`config.mk`:
```
export PLATFORM = sky130hd
export DESIGN_NAME = tps_select
export DESIGN_NICKNAME = d
export VERILOG_FILES = /design/src/rtl/tps_pkg.sv /design/src/rtl/tps_select.sv
export SDC_FILE = /design/constraint.sdc
export NUM_CORES = 1
export LEC_CHECK = 0
export BUFFER_PORTS_ARGS = -buffer_cell sky130_fd_sc_hd__clkbuf_2
export CORE_ASPECT_RATIO = 0.75
export CORE_MARGIN = 3
export CORE_UTILIZATION = 25
export DETAILED_ROUTE_END_ITERATION = 10
export REMOVE_ABC_BUFFERS = 1
export SLEW_MARGIN = 20
export SYNTH_ARGS = -nofsm -noshare
export SYNTH_HDL_FRONTEND = slang
export SYNTH_SLANG_ARGS = --single-unit
```
`constraint.sdc`:
```
create_clock -name clock -period 13.8 [get_ports clock]
set_clock_uncertainty 0.1 [all_clocks]
set_input_delay 2.07 -clock clock [delete_from_list [all_inputs] [get_ports clock]]
set_output_delay 2.07 -clock clock [all_outputs]
set_load 0.01 [all_outputs]
```
`src/rtl/tps_pkg.sv`:
```
`timescale 1ns / 1ps
package tps_pkg;
   localparam int FREQ_W = 48;
   localparam int MCK_W = 32;
   localparam int CMP_W = 32;
   localparam int SEL_W = 2;
   localparam int FRACTION_BITS_DEFAULT = 16;
   localparam logic [MCK_W-1:0] MCK_RESET = 32'd84000000;

   typedef struct packed {
      logic [SEL_W-1:0] clock_select;
      logic [CMP_W-1:0] compare_value;
      logic             overflow;
   } rsp_type;
endpackage

```
`src/rtl/tps_select.sv`:
```
`timescale 1ns / 1ps
module tps_select
   import tps_pkg::*;
#(
   parameter int FRACTION_BITS = FRACTION_BITS_DEFAULT,
   localparam int NB = MCK_W + 2 * FRACTION_BITS
) (
   input  logic          clock,
   input  logic          reset,
   input  logic          in_valid,
   input  logic [NB-1:0] in_quo,
   output logic          out_valid,
   output rsp_type       out_rsp
);
   localparam int FB = FRACTION_BITS;
   localparam logic [FB:0] ONE_Q = {1'b1, {FB{1'b0}}};
   localparam logic [NB:0] HALF_Q = (NB + 1)'(1) << (FB - 1);

   logic             valid_a_ff;
   logic [SEL_W-1:0] sel_a_ff;
   logic [NB-1:0]    quo_a_ff;
   logic [SEL_W-1:0] sel_in;
   logic             valid_b_ff;
   rsp_type          rsp_ff;
   rsp_type          rsp_in;
   logic [NB-1:0]    ticks;
   logic [NB:0]      rounded;
   logic [NB-FB:0]   whole;

   // pick the candidate nearest an integer, divisor 128 first, strict improvement
   always_comb begin
      logic [FB-1:0] frac;
      logic [FB:0]   err;
      logic [FB:0]   best;
      best   = ONE_Q;
      sel_in = SEL_W'(3);
      for (int i = 3; i >= 0; i--) begin
         frac = FB'(in_quo >> (2 * i + 1));
         err  = ({1'b0, frac} <= ONE_Q - {1'b0, frac}) ? {1'b0, frac}
                                                       : ONE_Q - {1'b0, frac};
         if (err < best) begin
            best   = err;
            sel_in = SEL_W'(i);
         end
      end
   end

   always_ff @(posedge clock) begin
      if (reset) begin
         valid_a_ff <= 1'b0;
      end else begin
         valid_a_ff <= in_valid;
      end
      sel_a_ff <= sel_in;
      quo_a_ff <= in_quo;
   end

   // round half up and saturate
   always_comb begin
      ticks   = quo_a_ff >> ({1'b0, sel_a_ff, 1'b0} + 4'd1);
      rounded = {1'b0, ticks} + HALF_Q;
      whole   = rounded[NB:FB];
      rsp_in.clock_select = sel_a_ff;
      if (whole[NB-FB:CMP_W] != '0) begin
         rsp_in.compare_value = '1;
         rsp_in.overflow      = 1'b1;
      end else begin
         rsp_in.compare_value = whole[CMP_W-1:0];
         rsp_in.overflow      = 1'b0;
      end
   end

   always_ff @(posedge clock) begin
      if (reset) begin
         valid_b_ff <= 1'b0;
      end else begin
         valid_b_ff <= valid_a_ff;
      end
      rsp_ff <= rsp_in;
   end

   assign out_valid = valid_b_ff;
   assign out_rsp   = rsp_ff;

   a_ovf_sat: assert property (@(posedge clock) disable iff (reset)
      out_valid && out_rsp.overflow |-> out_rsp.compare_value == '1)
      else $error("overflow without saturated compare value");
   a_valid_flow: assert property (@(posedge clock) disable iff (reset)
      valid_a_ff |=> valid_b_ff)
      else $error("item lost between select and output stage");
   a_sel_keep: assert property (@(posedge clock) disable iff (reset)
      valid_a_ff |=> rsp_ff.clock_select == $past(sel_a_ff))
      else $error("clock select changed in rounding stage");
endmodule

```
# After elaboration in Yosys (flattened, before gate mapping)
# Cells that the tools add are included.
# word_totals
regBits,103
inputBits,67
out_inout_bits,36
wordCells,35
# classes
n_addsub,6
magnitude_cmp,8
shift,1
mux,10
n_reduce_logical,2
# op_table
operator,count
17-bit 2-to-1 mux,7
16-bit by 17-bit <= comparator with 1-bit output,4
17-bit by 16-bit subtractor with 17-bit output (first input constant),4
64-bit by 16-bit adder with 65-bit output (second input constant),1
64-bit by 4-bit right shift with 64-bit output,1
17-bit < comparator,3
17-bit < comparator (second input constant),1
17-bit nonzero test,1
3-bit by 1-bit adder with 4-bit output (second input constant),1
1-bit 2-to-1 mux,3
2-bit OR reduction,1

# Depth between registers and ports, before layout
# Gate-level depths: netlist of the first run.
# logic_depth
word_depth,11
depth_mapped,46
ltp_nobuf,40

# Worst setup path after synthesis of the first run
# Ideal clock, no wire load.
# synth_timing
kind,input-to-reg
from,in in_quo[8]
to,reg sel_a_ff[1]
setup_ps,131
arrival_ps,10854
required_time_ps,13569
path_slack_ps,2715
cell_stages,44
path_buffers,6
path_cell_list,clkbuf_1 or3_1 nor4_1 and2_1 nand3_1 ha_1 xnor2_1 and3b_1 and2_1 o41ai_1 and3_1 clkbuf_1 nor2_1 buf_2 mux2_2 ha_1 nand4_1 nor2_1 (+8 left out) ha_1 nand4_1 nor2_1 o211ai_1 o211ai_1 a31oi_1 a21oi_1 buf_2 mux2i_1 ha_1 a21o_1 a21o_1 a21oi_1 nor2_1 a211oi_1 o21ai_0 a31oi_1 a21boi_0
# synth_between
elab_chain_cells,11
elab_cells_between_ends,20
classes_between,add/sub (4); order compare (8); mux (7); reduce/logical (1)
# synth_lines
element,line_no,source
start: declaration,tps_select.sv:11,"input logic [NB-1:0] in_quo,"
17-bit by 16-bit subtractor with 17-bit output,"tps_select.sv:39, tps_select.sv:40",
16-bit by 17-bit <= comparator with 1-bit output,tps_select.sv:39,"err = ({1'b0, frac} <= ONE_Q - {1'b0, frac}) ? {1'b0, frac}"
17-bit 2-to-1 mux,tps_select.sv:39,
17-bit < comparator,tps_select.sv:41,if (err < best) begin
17-bit 2-to-1 mux,tps_select.sv:41,
17-bit < comparator,tps_select.sv:41,
17-bit 2-to-1 mux,tps_select.sv:41,
17-bit < comparator,tps_select.sv:41,
17-bit 2-to-1 mux,tps_select.sv:41,
17-bit < comparator,tps_select.sv:41,
2-bit OR reduction (no source line) (*),-,
end signal: assignment,tps_select.sv:54,sel_a_ff <= sel_in;
end: declaration,tps_select.sv:20,logic [SEL_W-1:0] sel_a_ff;
# Every way passes the cells marked *; elsewhere a longest branch is shown, timed or not.
# A chain may end at the register's enable or synchronous reset.

# Worst setup path in the final report of the first run
# layout_timing
from,in in_quo[10]
to,reg sel_a_ff[1]
# The elaborated chain is that of the path after synthesis.

==> impl_metrics.py, run 1 <==
metrics = {
    "die": {
        "rows": 58,
        "num_io_pins": 103,
        "start_util_pct": 25.4,
        "die_w_um": 220,
        "die_height_um": 166,
        "die-area_mm2": 0.0365,
        "coreArea_mm2": 0.0337,
    },
    "logic_synthesis": {
        "avgSynthCellArea_um2": 9.02,
        "synth-edff-count": 0,
        "mappedNetlistArea_mm2": 0.00856,
        "ys_warn_count": 0,
        "ys_seq_area_share_pct": 20.3,
        "synthFlopType": "dfxtp_1",
        "synthCells": 949,
        "ys_seq_elements": 87,
        "synthDistinctLibCells": 86,
        "async_flop_share_pct": 0,
    },
    "cts": {
        "cts_hold_buf": 0,
        "clock-sinks": 87,
        "h-tree-depth": 3,
        "clk_pin_slew_ps": 60,
        "clk_path_buf_depth": 2,
        "insertion_delay_ps": 340,
        "cts_setup_buffers": 0,
        "root_buffer": "clkbuf_16",
        "post_cts_resized": 0,
        "numCtsBuffers": 9,
        "cts_tree": "yes",
    },
    "setup_path": {
        "cp_data_required_time_ps": 13870,
        "crit_fanout": 27,
        "cp-start-kind": "primary input",
        "crit_path_frequent_cell": "a21o_1",
        "critPathKind": "in2reg",
        "cpMaxStageDelayCell": "o41ai_1",
        "cp_data_arrival_time_ps": 11880,
        "cpPeakStageDelay_ps": 720,
        "cp-end-kind": "flip-flop",
    },
    "run": {
        "drv_cap": 0,
    },
    "routing": {
        "drc_errors": 0,
        "drt_iter0_markers": 675,
        "wire_per_inst_um": 17.5,
        "num_vias": 7688,
        "dr.pass1.iters": 5,
        "viasPerCell": 5.19,
        "drt_wl_total_um": 25900,
        "ant_nets": 0,
    },
    "layout": {
        "nets": 1178,
        "layout_common_cells": "clkbuf_2 (101), ha_1 (85), dfxtp_1 (85), nand2_1 (72), xnor2_1 (64)",
        "mostFrequentLayoutCell": "clkbuf_2",
        "drive_above_1_share_pct": 20.3,
        "final_cell_area_mm2": 0.00975,
        "antenna_cells": 0,
        "area_growth_syn_to_layout_pct": 13.9,
    },
    "pwr": {
        "max-vdd-ir-drop_uv": 66.7,
        "p_int_uw": 601,
        "p_sw_share_pct": 38.9,
        "power.switching_uw": 382,
        "p_seq_share_pct": 27.5,
        "comb_power_share_pct": 49.3,
        "total_power_uw": 984,
        "leakage_nw": 3.92,
        "clock_power_share_pct": 23.2,
        "p_per_area_mw_per_mm2": 101,
    },
    "timing": {
        "worstMarginPinSlew_ps": 995,
        "hold_viol": 0,
        "setup_viol_count_final": 0,
        "fmax_mhz": 84.6,
        "whs_ps": 346,
        "final.setup.tns_ps": 0,
        "rsz0062_at_grt": "no",
        "slew_viol_final": 0,
        "fin_crit_sh_pct": 85.6,
        "max-slew-margin-rel_pct": 33.5,
        "fin_crit_ps": 11820,
    },
    "global_route": {
        "gr-usage-met1_pct": 21.4,
        "grt_pass1_wl_um": 40500,
        "grt_usage_pct": 13.8,
        "grt_max_degree": 59,
        "grt_pass1_vias": 7191,
        "grt_use_met3_pct": 1.90,
        "grt-ovfl-total": 0,
        "antenna_found_initial": 0,
        "use_met2_pct": 19.9,
        "grt_busiest_layer": "met1",
    },
    "min_path": {
        "hold_class": "reg2reg",
    },
    "status": {
        "run_status": "completed",
    },
    "placed_design": {
        "gp_congestion": 0.939,
        "dpl.hpwl_um": 20800,
        "placed_area_mm2": 0.00947,
        "port-buffer-count": 101,
    },
}
-- cell families (layout without fill, tap and decap cells) --
| logic type | Yosys count | count (layout) | synth area share (%) |
|---|---|---|---|
| adders and majority gates | 85 | 85 | 12.4 |
| other | 2 | 6 | 0.0877 |
| xor gates and xnor gates | 85 | 85 | 8.70 |
| and+or+nand+nor | 323 | 323 | 21.1 |
| DFF | 87 | 87 | 20.3 |
| buffers and inverters | 111 | 189 | 6.20 |
| muxes | 89 | 89 | 17.3 |
| AOI/OAI and AO/OA | 167 | 167 | 13.8 |
-- metal layers --
metal / wire, µm / up-vias
li1: - / 3728
met1: 13100 / 3674
met2: 10700 / 255
met3: 1700 / 31
met4: 370 / 0
met5: 0 / -
-- cell usage after synthesis (all sizes together), types with 5 or more instances --
master | number | area share, %
mux4 | 41 | 11
clkbuf | 33 | 1.5
nor2 | 60 | 2.6
o31ai | 6 | 0.58
nand2 | 72 | 3.2
a21o | 18 | 1.6
a22oi | 7 | 0.61
o211ai | 8 | 0.70
ha | 85 | 12
nand4b | 7 | 0.72
or3 | 12 | 0.88
nand3 | 31 | 1.8
buf | 22 | 2.3
o311a | 6 | 0.70
a221o | 6 | 0.70
or2 | 7 | 0.54
xnor2 | 64 | 6.5
nor2b | 6 | 0.44
or4 | 9 | 0.79
a31oi | 7 | 0.51
dfxtp | 87 | 20
and2 | 7 | 0.51
a211o | 5 | 0.53
nor3 | 10 | 0.58
inv | 56 | 2.5
xor2 | 21 | 2.1
nor4 | 16 | 1.6
and3 | 8 | 0.58
a21oi | 32 | 1.9
a211oi | 8 | 0.70
o21ai | 30 | 1.8
mux2 | 21 | 2.8
mux2i | 27 | 3.2
nand4 | 53 | 4.2
-- path summary, 6_finish.rpt --
| kind | startpoint | end | slack [ps] | depth (start not counted) |
|---|---|---|---|---|
| min | valid_a_ff | out_valid | 350 | 1 |
| max reg2reg | sel_a_ff[0] | out_rsp[8] | 9440 | 10 |
| max | in_quo[10] | sel_a_ff[1] | 1980 | 42 |
| min reg2reg | valid_a_ff | out_valid | 350 | 1 |
-- final cells by class --
class,count,area [µm²]
Sequential cell,87,1740
Clock inverter,5,40.0
Timing Repair Buffer,117,629
Fill cell,3598,23900
Multi-Input combinational cell,755,6320
Inverter,56,210
Tap cell,450,563
Clock buffer,11,243
-- power groups by stage --
stage | clock [mW] | sequential, mW | combinational (mW)
after floorplan | 0 | 0.296 | 0.335
after global placement | 0 | 0.276 | 0.470
after detailed placement | 0 | 0.277 | 0.479
after CTS | 0.235 | 0.271 | 0.481
after global routing | 0.247 | 0.272 | 0.533
final | 0.228 | 0.271 | 0.484
-- worst max-delay path, delay by kind of cell --
| kind | cells | cell delay (ps) |
|---|---|---|
| AOI/OAI and AO/OA | 21 | 4480 |
| adders and majority gates | 4 | 890 |
| buffers and inverters | 5 | 910 |
| muxes | 2 | 470 |
| and+or+nand+nor | 10 | 3050 |
-- flip-flops by register name, summed over array words and instances (netlist names) --
name / count
out_valid: 1
out_rsp: 35
sel_a_ff: 2
quo_a_ff: 48
valid_a_ff: 1
-- through the flow --
stage / setup WS (ps) / utilization (%) / cells
3_5_place_dp: 1780 / 28.1 / 1465
6_report: 1980 / 29.0 / 1481
3_3_place_gp: 1800 / 28.1 / 1464
2_1_floorplan: 2540 / - / 898
4_1_cts: 2100 / 29.0 / 1481
5_1_grt: 1190 / 29.0 / 1481
(Power assumes the default switching activity.)
==> inputs of run 2 (changes only) <==
--- a/config.mk
+++ b/config.mk
@@ -8,7 +8,7 @@
 export BUFFER_PORTS_ARGS = -buffer_cell sky130_fd_sc_hd__clkbuf_2
 export CORE_ASPECT_RATIO = 0.75
 export CORE_MARGIN = 3
-export CORE_UTILIZATION = 25
+export CORE_UTILIZATION = 45
 export DETAILED_ROUTE_END_ITERATION = 10
 export REMOVE_ABC_BUFFERS = 1
 export SLEW_MARGIN = 20
==> run 2 against run 1 <==
  * Routed wire length is 3.3% lower
  * Fmax is 1.3% lower
  * Worst hold slack better by 4.0 ps
  * Clock power is 11% higher
  * Combinational power hardly changed
  * Largest power group unchanged
  * Clock-buffer cell count is 1 lower
  * Core utilization is 22 points higher
  * First-iteration DRC count is 7.9% higher
  * Via count is 1.4% higher
  * Critical path type unchanged
==> impl_metrics.py, run 2 (synthesized netlist as in run 1, its figures left out) <==
metrics = {
    "timing": {
        "final.setup.tns_ps": 0,
        "setup_viol_count_final": 0,
        "rsz0062_at_grt": "no",
        "fin_crit_sh_pct": 86.8,
        "fmax_mhz": 83.5,
        "slew_viol_final": 0,
        "worstMarginPinSlew_ps": 1010,
        "max-slew-margin-rel_pct": 30.8,
        "fin_crit_ps": 11980,
        "hold_viol": 0,
    },
    "layout": {
        "largest_register_ffs": 48,
        "fin_util_pct": 51.4,
        "nets": 1179,
        "mostFrequentLayoutCell": "clkbuf_2",
        "num-fill-cells": 1788,
        "largest-register": "quo_a_ff",
        "drive_above_1_share_pct": 20.5,
        "antenna_cells": 0,
        "area_growth_syn_to_layout_pct": 11.5,
        "layout_common_cells": "clkbuf_2 (101), ha_1 (85), dfxtp_1 (85), nand2_1 (72), xnor2_1 (64)",
    },
    "die": {
        "coreArea_mm2": 0.0186,
        "die_w_um": 165,
        "start_util_pct": 46.1,
        "die-area_mm2": 0.0207,
        "die_height_um": 125,
        "rows": 43,
        "num_io_pins": 103,
    },
    "routing": {
        "ant_nets": 0,
        "drt_iter0_markers": 728,
        "num_vias": 7796,
        "drt_wl_total_um": 25100,
        "viasPerCell": 6.10,
        "drc_errors": 0,
        "wire_per_inst_um": 19.6,
        "dr.pass1.iters": 5,
    },
    "setup_path": {
        "cpPeakStageDelay_ps": 620,
        "crit_path_frequent_cell": "a21o_1",
        "cp_data_required_time_ps": 13900,
        "cp-start-kind": "primary input",
        "cp_data_arrival_time_ps": 12080,
        "cpMaxStageDelayCell": "nor2_2",
        "critPathKind": "in2reg",
        "crit_fanout": 27,
        "cp-end-kind": "flip-flop",
        "cp_top_family": "compound AO/OA/AOI/OAI gates",
        "path_buf_inv": 4,
    },
    "placed_design": {
        "port-buffer-count": 101,
        "dpl.hpwl_um": 19700,
        "gp_congestion": 0.966,
    },
    "cts": {
        "h-tree-depth": 3,
        "clock-sinks": 87,
        "insertion_delay_ps": 340,
        "post_cts_resized": 0,
        "root_buffer": "clkbuf_16",
        "numCtsBuffers": 9,
        "clk_pin_slew_ps": 70,
        "cts_tree": "yes",
        "cts_hold_buf": 0,
        "clk_path_buf_depth": 2,
        "cts_setup_buffers": 0,
    },
    "global_route": {
        "grt_usage_pct": 24.2,
        "grt-ovfl-total": 0,
        "grt_max_degree": 59,
        "grt_pass1_vias": 6954,
        "antenna_found_initial": 0,
        "grt_pass1_wl_um": 39400,
    },
    "pwr": {
        "p_per_area_mw_per_mm2": 105,
        "max-vdd-ir-drop_uv": 63.5,
        "leakage_nw": 3.94,
    },
    "run": {
        "drv_cap": 0,
    },
    "status": {
        "run_status": "completed",
    },
    "min_path": {
        "hold_class": "reg2reg",
    },
}
run 2: layer usage:
layer	track usage, %	wire (µm)
met4	2.76	133
met3	6.29	2520
met5	0	0
met2	31.8	9830
met1	39.9	12600
run 2: layout make-up:
class                      count  area (µm²)  share of cell area, %
multi-input combinational    755        6320                   66.2
sequential                    87        1740                   18.3
timing repair buffer         118         646                   6.76
tap                          247         309                   3.24
clock buffer                  10         239                   2.50
inverter                      56         210                   2.20
clock inverter                 6        75.1                  0.786
run 2: path summary, 6_finish.rpt:
| path | to | slack, ps | startpoint | depth (start not counted) |
|---|---|---|---|---|
| worst max-delay path | sel_a_ff[1] | 1820 | in_quo[10] | 41 |
| worst min-delay path | out_valid | 350 | valid_a_ff | 1 |
| worst max register to register | out_rsp[30] | 9500 | sel_a_ff[0] | 11 |
| worst min register to register | out_valid | 350 | valid_a_ff | 1 |
run 2: metrics by stage:
step                      total power [mW]  hold WS [ps]  cells  area (µm²)  worst slack, ps
after floorplan                      0.631           314    898        8260             2540
after global placement               0.747           335   1263        9230             1540
after detailed placement             0.750           345   1263        9230             1400
after CTS                             1.00           355   1279        9540             1750
after global routing                  1.08           356   1279        9550             1160
final                                 1.00           350   1279        9550             1820
run 2: power breakdown:
part / internal [mW] / leakage (nW) / switching [mW]
Combinational: 0.210 / 3.07 / 0.271
Clock: 0.148 / 0.151 / 0.104
Sequential: 0.262 / 0.723 / 0.00902
==> inputs of run 3 (changes only) <==
==> constraint.sdc (replaced) <==
create_clock -name clock -period 13.8 [get_ports clock]
set_clock_uncertainty 0.1 [all_clocks]
set_input_delay 1.38 -clock clock [delete_from_list [all_inputs] [get_ports clock]]
set_output_delay 1.38 -clock clock [all_outputs]
set_load 0.01 [all_outputs]
==> run 3 against run 2 <==
  * Cell count is 0.23% lower
  * Global-route usage rose by 0.057 points
  * Setup slack improved by 210 ps
  * Clock-buffer cell count is the same
  * Critical path depth unchanged
  * Fmax increased by 1.8%
  * Register-to-register slack got worse by 70 ps
  * Die area is the same
  * Worst hold slack got worse by 1.9 ps
  * Final area fell by 0.20%
==> impl_metrics.py, run 3 (synthesized netlist as in run 1, its figures left out) <==
metrics = {
    "cts": {
        "clk_path_buf_depth": 2,
        "insertion_delay_ps": 340,
        "cts_tree": "yes",
        "post_cts_resized": 0,
        "root_buffer": "clkbuf_16",
        "clock-sinks": 87,
        "cts_setup_buffers": 0,
        "clk_pin_slew_ps": 70,
        "cts_hold_buf": 0,
        "numCtsBuffers": 9,
        "h-tree-depth": 3,
    },
    "die": {
        "die-area_mm2": 0.0207,
        "die_height_um": 125,
        "rows": 43,
        "die_w_um": 165,
        "coreArea_mm2": 0.0186,
        "start_util_pct": 46.1,
        "num_io_pins": 103,
    },
    "routing": {
        "viasPerCell": 5.98,
        "drt_iter0_markers": 856,
        "num_vias": 7632,
        "ant_nets": 0,
        "drt_wl_total_um": 25200,
        "wire_per_inst_um": 19.7,
        "dr.pass1.iters": 5,
        "drc_errors": 0,
    },
    "placed_design": {
        "gp_congestion": 0.958,
        "port-buffer-count": 101,
        "dpl.hpwl_um": 19800,
    },
    "setup_path": {
        "cp_data_required_time_ps": 13900,
        "cp-start-kind": "primary input",
        "critPathKind": "in2reg",
        "cp-end-kind": "flip-flop",
        "cpMaxStageDelayCell": "nor4_1",
        "crit_path_frequent_cell": "a21o_1",
        "cp_data_arrival_time_ps": 11870,
        "crit_fanout": 27,
        "cpPeakStageDelay_ps": 790,
    },
    "pwr": {
        "p_per_area_mw_per_mm2": 107,
        "p_int_uw": 635,
        "leakage_nw": 3.92,
        "p_sw_share_pct": 37.4,
        "p_seq_share_pct": 26.7,
        "comb_power_share_pct": 47.2,
        "power.switching_uw": 380,
        "total_power_mw": 1.01,
        "clock_power_share_pct": 26.1,
        "max-vdd-ir-drop_uv": 70.4,
    },
    "layout": {
        "layout_common_cells": "clkbuf_2 (101), ha_1 (85), dfxtp_1 (85), nand2_1 (72), xnor2_1 (64)",
        "largest_register_ffs": 48,
        "antenna_cells": 0,
        "nets": 1176,
        "area_growth_syn_to_layout_pct": 11.3,
        "mostFrequentLayoutCell": "clkbuf_2",
        "largest-register": "quo_a_ff",
        "drive_above_1_share_pct": 20.3,
    },
    "timing": {
        "fmax_mhz": 85.0,
        "fin_crit_ps": 11770,
        "slew_viol_final": 0,
        "rsz0062_at_grt": "no",
        "final.setup.tns_ps": 0,
        "setup_viol_count_final": 0,
        "hold_viol": 0,
        "max-slew-margin-rel_pct": 31.8,
        "worstMarginPinSlew_ps": 1010,
        "fin_crit_sh_pct": 85.3,
    },
    "run": {
        "drv_cap": 0,
    },
    "global_route": {
        "grt-ovfl-total": 0,
        "grt_pass1_vias": 6861,
        "grt_usage_pct": 24.3,
        "grt_pass1_wl_um": 39700,
        "antenna_found_initial": 0,
        "grt_max_degree": 59,
    },
    "min_path": {
        "hold_class": "reg2reg",
    },
    "status": {
        "run_status": "completed",
    },
}
[run 3: worst max-delay path: cells and delay by family]
family,cells,cell delay (ps)
buf+inv,4,790
compound gates,17,3820
fa+ha+maj,4,1180
mux,2,650
xor+xnor,1,290
simple gates,13,3770
[run 3: power groups by stage]
| stage | logic [mW] | registers, mW | clock network (mW) |
|---|---|---|---|
| after floorplan | 0.335 | 0.296 | 0 |
| after global placement | 0.469 | 0.276 | 0 |
| after detailed placement | 0.473 | 0.276 | 0 |
| after CTS | 0.475 | 0.271 | 0.270 |
| after global routing | 0.531 | 0.272 | 0.282 |
| final | 0.479 | 0.271 | 0.265 |
[run 3: worst paths after layout]
path	cells after the start	start	to	slack (ps)
worst min register to register	1	valid_a_ff	out_valid	350
worst max register to register	11	sel_a_ff[0]	out_rsp[30]	9430
worst min-delay path	1	valid_a_ff	out_valid	350
worst max-delay path	41	in_quo[7]	sel_a_ff[1]	2030
[run 3: cell type report]
type                    instances  area [µm²]
fillers                      1801        9030
flip-flops and latches         87        1740
inverters                      56         210
repair buffers                115         611
clock inverters                 6        91.3
multi-input cells             755        6320
clock buffers                  10         239
well taps                     247         309
[run 3: per-stage QoR]
step	instances	area (µm²)	setup slack, ps	hold slack [ps]	util (%)
3_5_place_dp	1260	9200	1620	349	49.5
3_3_place_gp	1260	9200	1730	329	49.5
6_report	1276	9530	2030	348	51.3
5_1_grt	1276	9530	1380	357	51.3
4_1_cts	1276	9530	1970	353	51.3
2_1_floorplan	898	8260	3230	314	-
[run 3: routing by layer]
metal / routed length [µm] / track usage [%]
met4: 116 / 2.22
met3: 2330 / 5.23
met5: 0 / 0
met1: 13000 / 41.4
met2: 9730 / 31.3
